$ cat src/hw/rtl/spq_pkg.sv
// Shared types and constants for the sorted priority queue.
// No dependencies; imported by spq_cell and sorted_priority_queue.
`default_nettype none

package spq_pkg;

    // Field widths fixed by the word format
    localparam int VALUE_W       = 32;
    localparam int RANK_W        = 16;
    localparam int FILL_W        = 5;
    localparam int DEFAULT_DEPTH = 16;

    // Packed stream word widths
    localparam int S_DATA_W = 48;   // value, rank
    localparam int S_USER_W = 2;    // action
    localparam int M_DATA_W = 56;   // value, rank, fill level, zero pad
    localparam int M_USER_W = 3;    // status, out valid

    // Operation codes (code 3 behaves as a peek)
    typedef enum logic [1:0] {
        ACT_PUSH = 2'd0,
        ACT_POP  = 2'd1,
        ACT_PEEK = 2'd2
    } t_action;

    // Result status codes
    typedef enum logic [1:0] {
        ST_OK    = 2'd0,
        ST_FULL  = 2'd1,
        ST_EMPTY = 2'd2
    } t_status;

    // Broadcast to every cell of the chain
    typedef struct packed {
        logic                      push;
        logic                      pop;
        logic signed [VALUE_W-1:0] new_value;
        logic        [RANK_W-1:0]  new_rank;
    } t_cell_ctrl;

endpackage : spq_pkg

`default_nettype wire

$ cat src/hw/rtl/spq_cell.sv
// One slot of the sorted chain: holds an entry, compares it with the word
// being pushed and takes the new word or its left or right neighbour's entry. Needs spq_pkg.
`default_nettype none

module spq_cell (
    input  wire                                i_clk,
    input  wire  spq_pkg::t_cell_ctrl          i_ctrl,
    input  wire                                i_valid,      // slot holds an entry
    input  wire                                i_tie_keeps,  // equal rank stays put
    input  wire                                i_left_keep,
    input  wire  signed [spq_pkg::VALUE_W-1:0] i_left_value,
    input  wire         [spq_pkg::RANK_W-1:0]  i_left_rank,
    input  wire  signed [spq_pkg::VALUE_W-1:0] i_right_value,
    input  wire         [spq_pkg::RANK_W-1:0]  i_right_rank,
    output logic                               o_keep,
    output logic signed [spq_pkg::VALUE_W-1:0] o_value,
    output logic        [spq_pkg::RANK_W-1:0]  o_rank
);
    import spq_pkg::*;

    logic signed [VALUE_W-1:0] r_value;
    logic        [RANK_W-1:0]  r_rank;
    logic signed [VALUE_W-1:0] n_value;
    logic        [RANK_W-1:0]  n_rank;

    // Entry stays in place when it sorts ahead of the new word
    always_comb begin
        o_keep = i_valid && ((r_rank < i_ctrl.new_rank) ||
                             (i_tie_keeps && (r_rank == i_ctrl.new_rank)));
    end

    // Insert, shift up on push, shift down on pop
    always_comb begin
        n_value = r_value;
        n_rank  = r_rank;
        if (i_ctrl.push && !o_keep) begin
            if (i_left_keep) begin
                n_value = i_ctrl.new_value;
                n_rank  = i_ctrl.new_rank;
            end else begin
                n_value = i_left_value;
                n_rank  = i_left_rank;
            end
        end else if (i_ctrl.pop) begin
            n_value = i_right_value;
            n_rank  = i_right_rank;
        end
    end

    always_ff @(posedge i_clk) begin
        r_value <= n_value;
        r_rank  <= n_rank;
    end

    assign o_value = r_value;
    assign o_rank  = r_rank;

endmodule : spq_cell

`default_nettype wire

$ cat src/hw/rtl/sorted_priority_queue.sv
// Top level of the sorted priority queue: fill count, chain of spq_cell
// slots, result formatting and output register. Needs spq_pkg, spq_cell.
//
//  Channel  | Dir | Word contents (low bit first)
//  ---------+-----+------------------------------------------------------
//  s_axis   | in  | tdata: item_value[31:0], item_rank[47:32]
//           |     | tuser: action[1:0]
//  m_axis   | out | tdata: out_value[31:0], out_rank[47:32],
//           |     |        fill_level[52:48], zero pad[55:53]
//           |     | tuser: status[1:0], out_valid[2]
//
// One word per cycle while m_axis does not stall: every cell compares against
// the pushed rank and shifts in the same cycle. The result is registered and
// appears on m_axis in the cycle after acceptance.
// s_axis is ready whenever the output register is empty or being drained;
// a stall on m_axis holds the result and back-pressures s_axis.
// Reset (synchronous, active low) empties the queue; slot contents are
// left as they are and never read before being written.
`default_nettype none

module sorted_priority_queue #(
    parameter int QUEUE_DEPTH = spq_pkg::DEFAULT_DEPTH
) (
    input  wire                            i_clk,
    input  wire                            i_rst_n,
    input  wire                            i_s_axis_tvalid,
    output logic                           o_s_axis_tready,
    input  wire  [spq_pkg::S_DATA_W-1:0]   i_s_axis_tdata,   // item_value, item_rank
    input  wire  [spq_pkg::S_USER_W-1:0]   i_s_axis_tuser,   // action
    output logic                           o_m_axis_tvalid,
    input  wire                            i_m_axis_tready,
    output logic [spq_pkg::M_DATA_W-1:0]   o_m_axis_tdata,   // out_value, out_rank, fill_level
    output logic [spq_pkg::M_USER_W-1:0]   o_m_axis_tuser    // status, out_valid
);
    import spq_pkg::*;

    localparam int CNT_W = $clog2(QUEUE_DEPTH + 1);

    // Input unpacking
    t_action                   w_action;
    logic signed [VALUE_W-1:0] w_in_value;
    logic        [RANK_W-1:0]  w_in_rank;
    assign w_action   = t_action'(i_s_axis_tuser);
    assign w_in_value = i_s_axis_tdata[VALUE_W-1:0];
    assign w_in_rank  = i_s_axis_tdata[VALUE_W+RANK_W-1:VALUE_W];

    logic             w_accept;
    logic             w_full;
    logic             w_empty;
    logic [CNT_W-1:0] r_count;
    logic [CNT_W-1:0] n_count;
    t_cell_ctrl       w_ctrl;

    assign o_s_axis_tready = !o_m_axis_tvalid || i_m_axis_tready;
    assign w_accept        = i_s_axis_tvalid && o_s_axis_tready;
    assign w_full          = (r_count == CNT_W'(QUEUE_DEPTH));
    assign w_empty         = (r_count == '0);

    // Chain control
    always_comb begin
        w_ctrl.push      = w_accept && (w_action == ACT_PUSH) && !w_full;
        w_ctrl.pop       = w_accept && (w_action == ACT_POP) && !w_empty;
        w_ctrl.new_value = w_in_value;
        w_ctrl.new_rank  = w_in_rank;
    end

    // Fill count
    always_comb begin
        n_count = r_count;
        if (w_ctrl.push) begin
            n_count = r_count + CNT_W'(1);
        end else if (w_ctrl.pop) begin
            n_count = r_count - CNT_W'(1);
        end
    end

    always_ff @(posedge i_clk) begin
        if (!i_rst_n) begin
            r_count <= '0;
        end else begin
            r_count <= n_count;
        end
    end

    // Cell chain
    logic                      w_keep  [QUEUE_DEPTH];
    logic signed [VALUE_W-1:0] w_value [QUEUE_DEPTH];
    logic        [RANK_W-1:0]  w_rank  [QUEUE_DEPTH];

    genvar g;
    generate
        for (g = 0; g < QUEUE_DEPTH; g++) begin : g_cell
            logic                      w_lkeep;
            logic signed [VALUE_W-1:0] w_lvalue;
            logic        [RANK_W-1:0]  w_lrank;
            logic signed [VALUE_W-1:0] w_rvalue;
            logic        [RANK_W-1:0]  w_rrank;
            logic                      w_slot_valid;

            // head slot takes the new word on a push whenever it does not keep
            if (g == 0) begin : g_head
                assign w_lkeep  = 1'b1;
                assign w_lvalue = w_in_value;
                assign w_lrank  = w_in_rank;
            end else begin : g_body
                assign w_lkeep  = w_keep[g-1];
                assign w_lvalue = w_value[g-1];
                assign w_lrank  = w_rank[g-1];
            end

            if (g == QUEUE_DEPTH - 1) begin : g_tail
                assign w_rvalue = w_value[g];
                assign w_rrank  = w_rank[g];
            end else begin : g_mid
                assign w_rvalue = w_value[g+1];
                assign w_rrank  = w_rank[g+1];
            end

            assign w_slot_valid = (CNT_W'(g) < r_count);

            spq_cell u_cell (
                .i_clk         (i_clk),
                .i_ctrl        (w_ctrl),
                .i_valid       (w_slot_valid),
                .i_tie_keeps   (g == 0),
                .i_left_keep   (w_lkeep),
                .i_left_value  (w_lvalue),
                .i_left_rank   (w_lrank),
                .i_right_value (w_rvalue),
                .i_right_rank  (w_rrank),
                .o_keep        (w_keep[g]),
                .o_value       (w_value[g]),
                .o_rank        (w_rank[g])
            );
        end
    endgenerate

    // Result word
    t_status                   w_status;
    logic                      w_res_valid;
    logic signed [VALUE_W-1:0] w_res_value;
    logic        [RANK_W-1:0]  w_res_rank;

    always_comb begin
        w_status    = ST_OK;
        w_res_valid = 1'b1;
        w_res_value = w_value[0];
        w_res_rank  = w_rank[0];
        case (w_action)
            ACT_PUSH: begin
                if (w_full) begin
                    w_status = ST_FULL;
                end else if (!w_keep[0]) begin
                    // new word becomes the head
                    w_res_value = w_in_value;
                    w_res_rank  = w_in_rank;
                end
            end
            default: begin
                // pop reports the old head, peek the current one
                if (w_empty) begin
                    w_status    = ST_EMPTY;
                    w_res_valid = 1'b0;
                    w_res_value = '0;
                    w_res_rank  = '0;
                end
            end
        endcase
    end

    // Output register
    logic                r_m_valid;
    logic [M_DATA_W-1:0] r_m_data;
    logic [M_USER_W-1:0] r_m_user;

    always_ff @(posedge i_clk) begin
        if (!i_rst_n) begin
            r_m_valid <= 1'b0;
        end else if (w_accept) begin
            r_m_valid <= 1'b1;
        end else if (i_m_axis_tready) begin
            r_m_valid <= 1'b0;
        end
    end

    always_ff @(posedge i_clk) begin
        if (w_accept) begin
            r_m_data <= {(M_DATA_W-VALUE_W-RANK_W-FILL_W)'(0), FILL_W'(n_count),
                         w_res_rank, w_res_value};
            r_m_user <= {w_res_valid, w_status};
        end
    end

    assign o_m_axis_tvalid = r_m_valid;
    assign o_m_axis_tdata  = r_m_data;
    assign o_m_axis_tuser  = r_m_user;

endmodule : sorted_priority_queue

`default_nettype wire
$ cat config.mk
export PLATFORM = sky130hd
export DESIGN_NAME = sorted_priority_queue
export DESIGN_NICKNAME = d
export VERILOG_FILES = /design/src/hw/rtl/spq_pkg.sv /design/src/hw/rtl/spq_cell.sv /design/src/hw/rtl/sorted_priority_queue.sv
export SDC_FILE = /design/constraint.sdc
export NUM_CORES = 2
export LEC_CHECK = 0
export BUFFER_PORTS_ARGS = -buffer_cell sky130_fd_sc_hd__buf_2
export CAP_MARGIN = 20
export CORE_ASPECT_RATIO = 0.7
export CORE_MARGIN = 4
export CORE_UTILIZATION = 31
export DETAILED_ROUTE_END_ITERATION = 8
export HOLD_SLACK_MARGIN = 0.1
export SYNTH_ARGS = -nofsm -noshare
export SYNTH_HDL_FRONTEND = slang
export SYNTH_SLANG_ARGS = --single-unit
$ cat constraint.sdc
create_clock -name i_clk -period 9.33 [get_ports i_clk]
set_input_delay 0.933 -clock i_clk [delete_from_list [all_inputs] [get_ports i_clk]]
set_output_delay 0.933 -clock i_clk [all_outputs]
set_load 0.01 [all_outputs]
==> qor.txt <==
outcome: completed
GR Util All Layers: 0.2114
post-route cell area: 55,370 um2
number of global-route vias before repair: 37,700
Area growth, synth to finish: 10.45%
most frequent cells in the layout: edfxtp_1 (824), a21oi_1 (540), mux2_2 (519), a31oi_1 (343), ha_1 (244)
FF+latch area: 24,860 um2
# IOs: 115
first-pass GRT wire length: 267.0 mm
Clock transition at path regs: 0.06 ns
Max VDD drop: 0.1417 mV
sequential area share after synthesis: 0.4960
CTS hold repair buffers: 0
initial core utilization: 0.3120
Hold Path Class: in -> reg
H-tree depth: 3
CP required: 9.65 ns
RePlAce Congestion: 0.8945
footprint of the multi-input gates: 23,560 um2
FF+latch count, synth: 830
RSZ-0062 raised after global routing: no
die width: 488.6 um
CTS Buf Count: 87
initial antenna violation count: 10
most used flip-flop cell after synthesis: edfxtp_1
CTS tree: yes
fillers: 15,830
CP Class: in -> reg
Setup Skew: 0.03659 ns
Die H: 344.4 um
Setup Viol. Count Final: 0
P_leak: 19.74 nW
Fin Setup TNS: 0 ns
Crit. End Element: flip-flop
setup ws final: 3.770 ns
Cell Pwr Density: 168.7 nW/um2
Port Buffers: 111
Worst-Margin Slew: 1.110 ns
Post-DP HPWL: 111.8 mm
crit start category: input port
Mean Syn Cell Area: 11.37 um2
achievable clock frequency: 179.8 MHz
post-detailed-route via-to-cell ratio: 6.184
CTS Buffer Depth: 3
Placed Area: 52,490 um2
largest net degree at the start of global routing: 76
# Max-Cap Violations: 0
DRC violations left: 0
crit path time final: 5.560 ns
Pre-antenna DRT Iters: 6
post-CTS setup buffer count: 0
grt ovf: 0
crit path DAT: 5.88 ns
die area: 168,300 um2
fraction of registers with async set or reset after synthesis: 0
Yosys cell types: 74
total wire length: 184.8 mm
Mapped Cells: 4,409
post-route ant nets: 0
CTS Sinks: 830
Cell Area, Synth: 50,130 um2
Post-synth EDFFs: 824
fin crit share: 0.5960
num rows: 123
Hold WS: 0.5166 ns
YS warnings: 0
dpl ws: 3.216 ns
Root Buffer: clkbuf_16
total power: 0.009343 W
Pins Over Slew Limit: 0
Clk Latency, worst-skew pair: 0.72 ns
Final Hold Viols: 0
post-cts resize count: 0
CP max FO: 49
Core ar.: 160,700 um2
Vias: 39,780
commonest non-fill, non-tap cell in the layout: edfxtp_1
nets: 4,530
Worst slew margin: 0.2569
layout cells sized above 1: 0.2224
Initial DRC Count: 5,414
WL per Instance: 28.73 um
[critical path: stages]
cell,delay (ns)
buf_2,0.38
inv_1,0.54
ha_1,0.53
and4_1,0.32
o21ai_0,0.20
o21ai_4,0.17
buf_4,0.49
and2_2,0.25
buf_4,0.70
nand2b_2,0.58
buf_4,0.64
[synth_stat cells, drive strengths merged, types with 2 or more instances]
cell     number  share of area
mux2i       145          0.029
nor4          2        0.00025
edfxtp      824           0.49
clkbuf      334          0.025
xnor2         3        0.00052
nand3       157          0.016
or3           5        0.00062
nand2b       20         0.0025
a21o         23         0.0034
a2111oi      11         0.0023
a21boi        6        0.00097
a22o         48         0.0084
nor2b         9         0.0011
o21a         13         0.0019
nor3b         5        0.00085
dfxtp         6         0.0024
a31oi       346          0.044
o21ai       209          0.021
mux2        576           0.13
or2           4        0.00050
nor3         57         0.0059
a221oi       49         0.0086
and4          8         0.0014
and2         45         0.0056
inv          29         0.0022
a21oi       542          0.054
a221o         3        0.00060
nand4        23         0.0029
ha          244          0.061
buf         144          0.016
o31ai         2        0.00030
o211ai       53         0.0079
nand2       140          0.010
a211o        11         0.0019
nor2        150          0.011
a2bb2oi       2        0.00047
and3         72         0.0090
o221ai       47         0.0082
a211oi       24         0.0037
a2111o        2        0.00045
[cell type report]
type                            instances  share of cell area
Multi-Input combinational cell       3074              0.4256
Antenna cell                            4           0.0001808
Timing Repair Buffer                  210             0.02389
Clock inverter                         49            0.009198
Clock buffer                          111             0.04208
Inverter                               29            0.001966
Sequential cell                       830              0.4491
Tap cell                             2125             0.04802
[routing by layer]
metal | part of all wire | global-route usage | up-vias
li1 | - | - | 16890
met1 | 0.44 | 0.3167 | 19840
met2 | 0.40 | 0.2904 | 2721
met3 | 0.13 | 0.06336 | 316
met4 | 0.027 | 0.05975 | 4
met5 | 0.00011 | 0 | -
[where the power goes]
group / internal, W / leakage (nW) / switching, W
clock: 0.00198 / 1.38 / 0.00164
sequential: 0.00433 / 7.64 / 0.000120
combinational: 0.000411 / 10.7 / 0.000863
total: 0.00672 / 19.7 / 0.00262
[flip-flops by register name (all words and copies together) (netlist names)]
signal	flops
g_cell.u_cell.o_rank	256
g_cell.u_cell.o_value	512
o_m_axis_tdata	53
o_m_axis_tuser	3
o_m_axis_tvalid	1
r_count	5
[cell families after synthesis]
| kind of cell | Yosys count | share of synthesized area |
|---|---|---|
| compound gates | 1402 | 0.1700 |
| mux | 721 | 0.1605 |
| flops | 830 | 0.4960 |
| buf+inv | 507 | 0.04313 |
| xor+xnor | 3 | 0.0005243 |
| fa+ha+maj | 244 | 0.06090 |
| other cells | 1 | 0.00007481 |
| simple gates | 701 | 0.06881 |
[stage by stage]
| step | cells | util |
|---|---|---|
| floorplan | 4411 | - |
| global placement | 6262 | 0.3264 |
| detailed placement | 6265 | 0.3267 |
| CTS | 6425 | 0.3444 |
| global route | 6429 | 0.3445 |
| finish | 6432 | 0.3446 |
[final timing paths]
kind | start | end | slack, ns | cells past startpoint
hold reg to reg | g_cell[15].u_cell.o_value[25] | g_cell[14].u_cell.o_value[25] | 0.53 | 1
setup / recovery | i_s_axis_tdata[46] | g_cell[1].u_cell.o_value[29] | 3.77 | 11
setup reg to reg | r_count[1] | g_cell[2].u_cell.o_value[14] | 4.22 | 9
hold / removal | i_rst_n | r_count[2] | 0.52 | 2
Note: power is estimated with default switching activity, not from simulation.
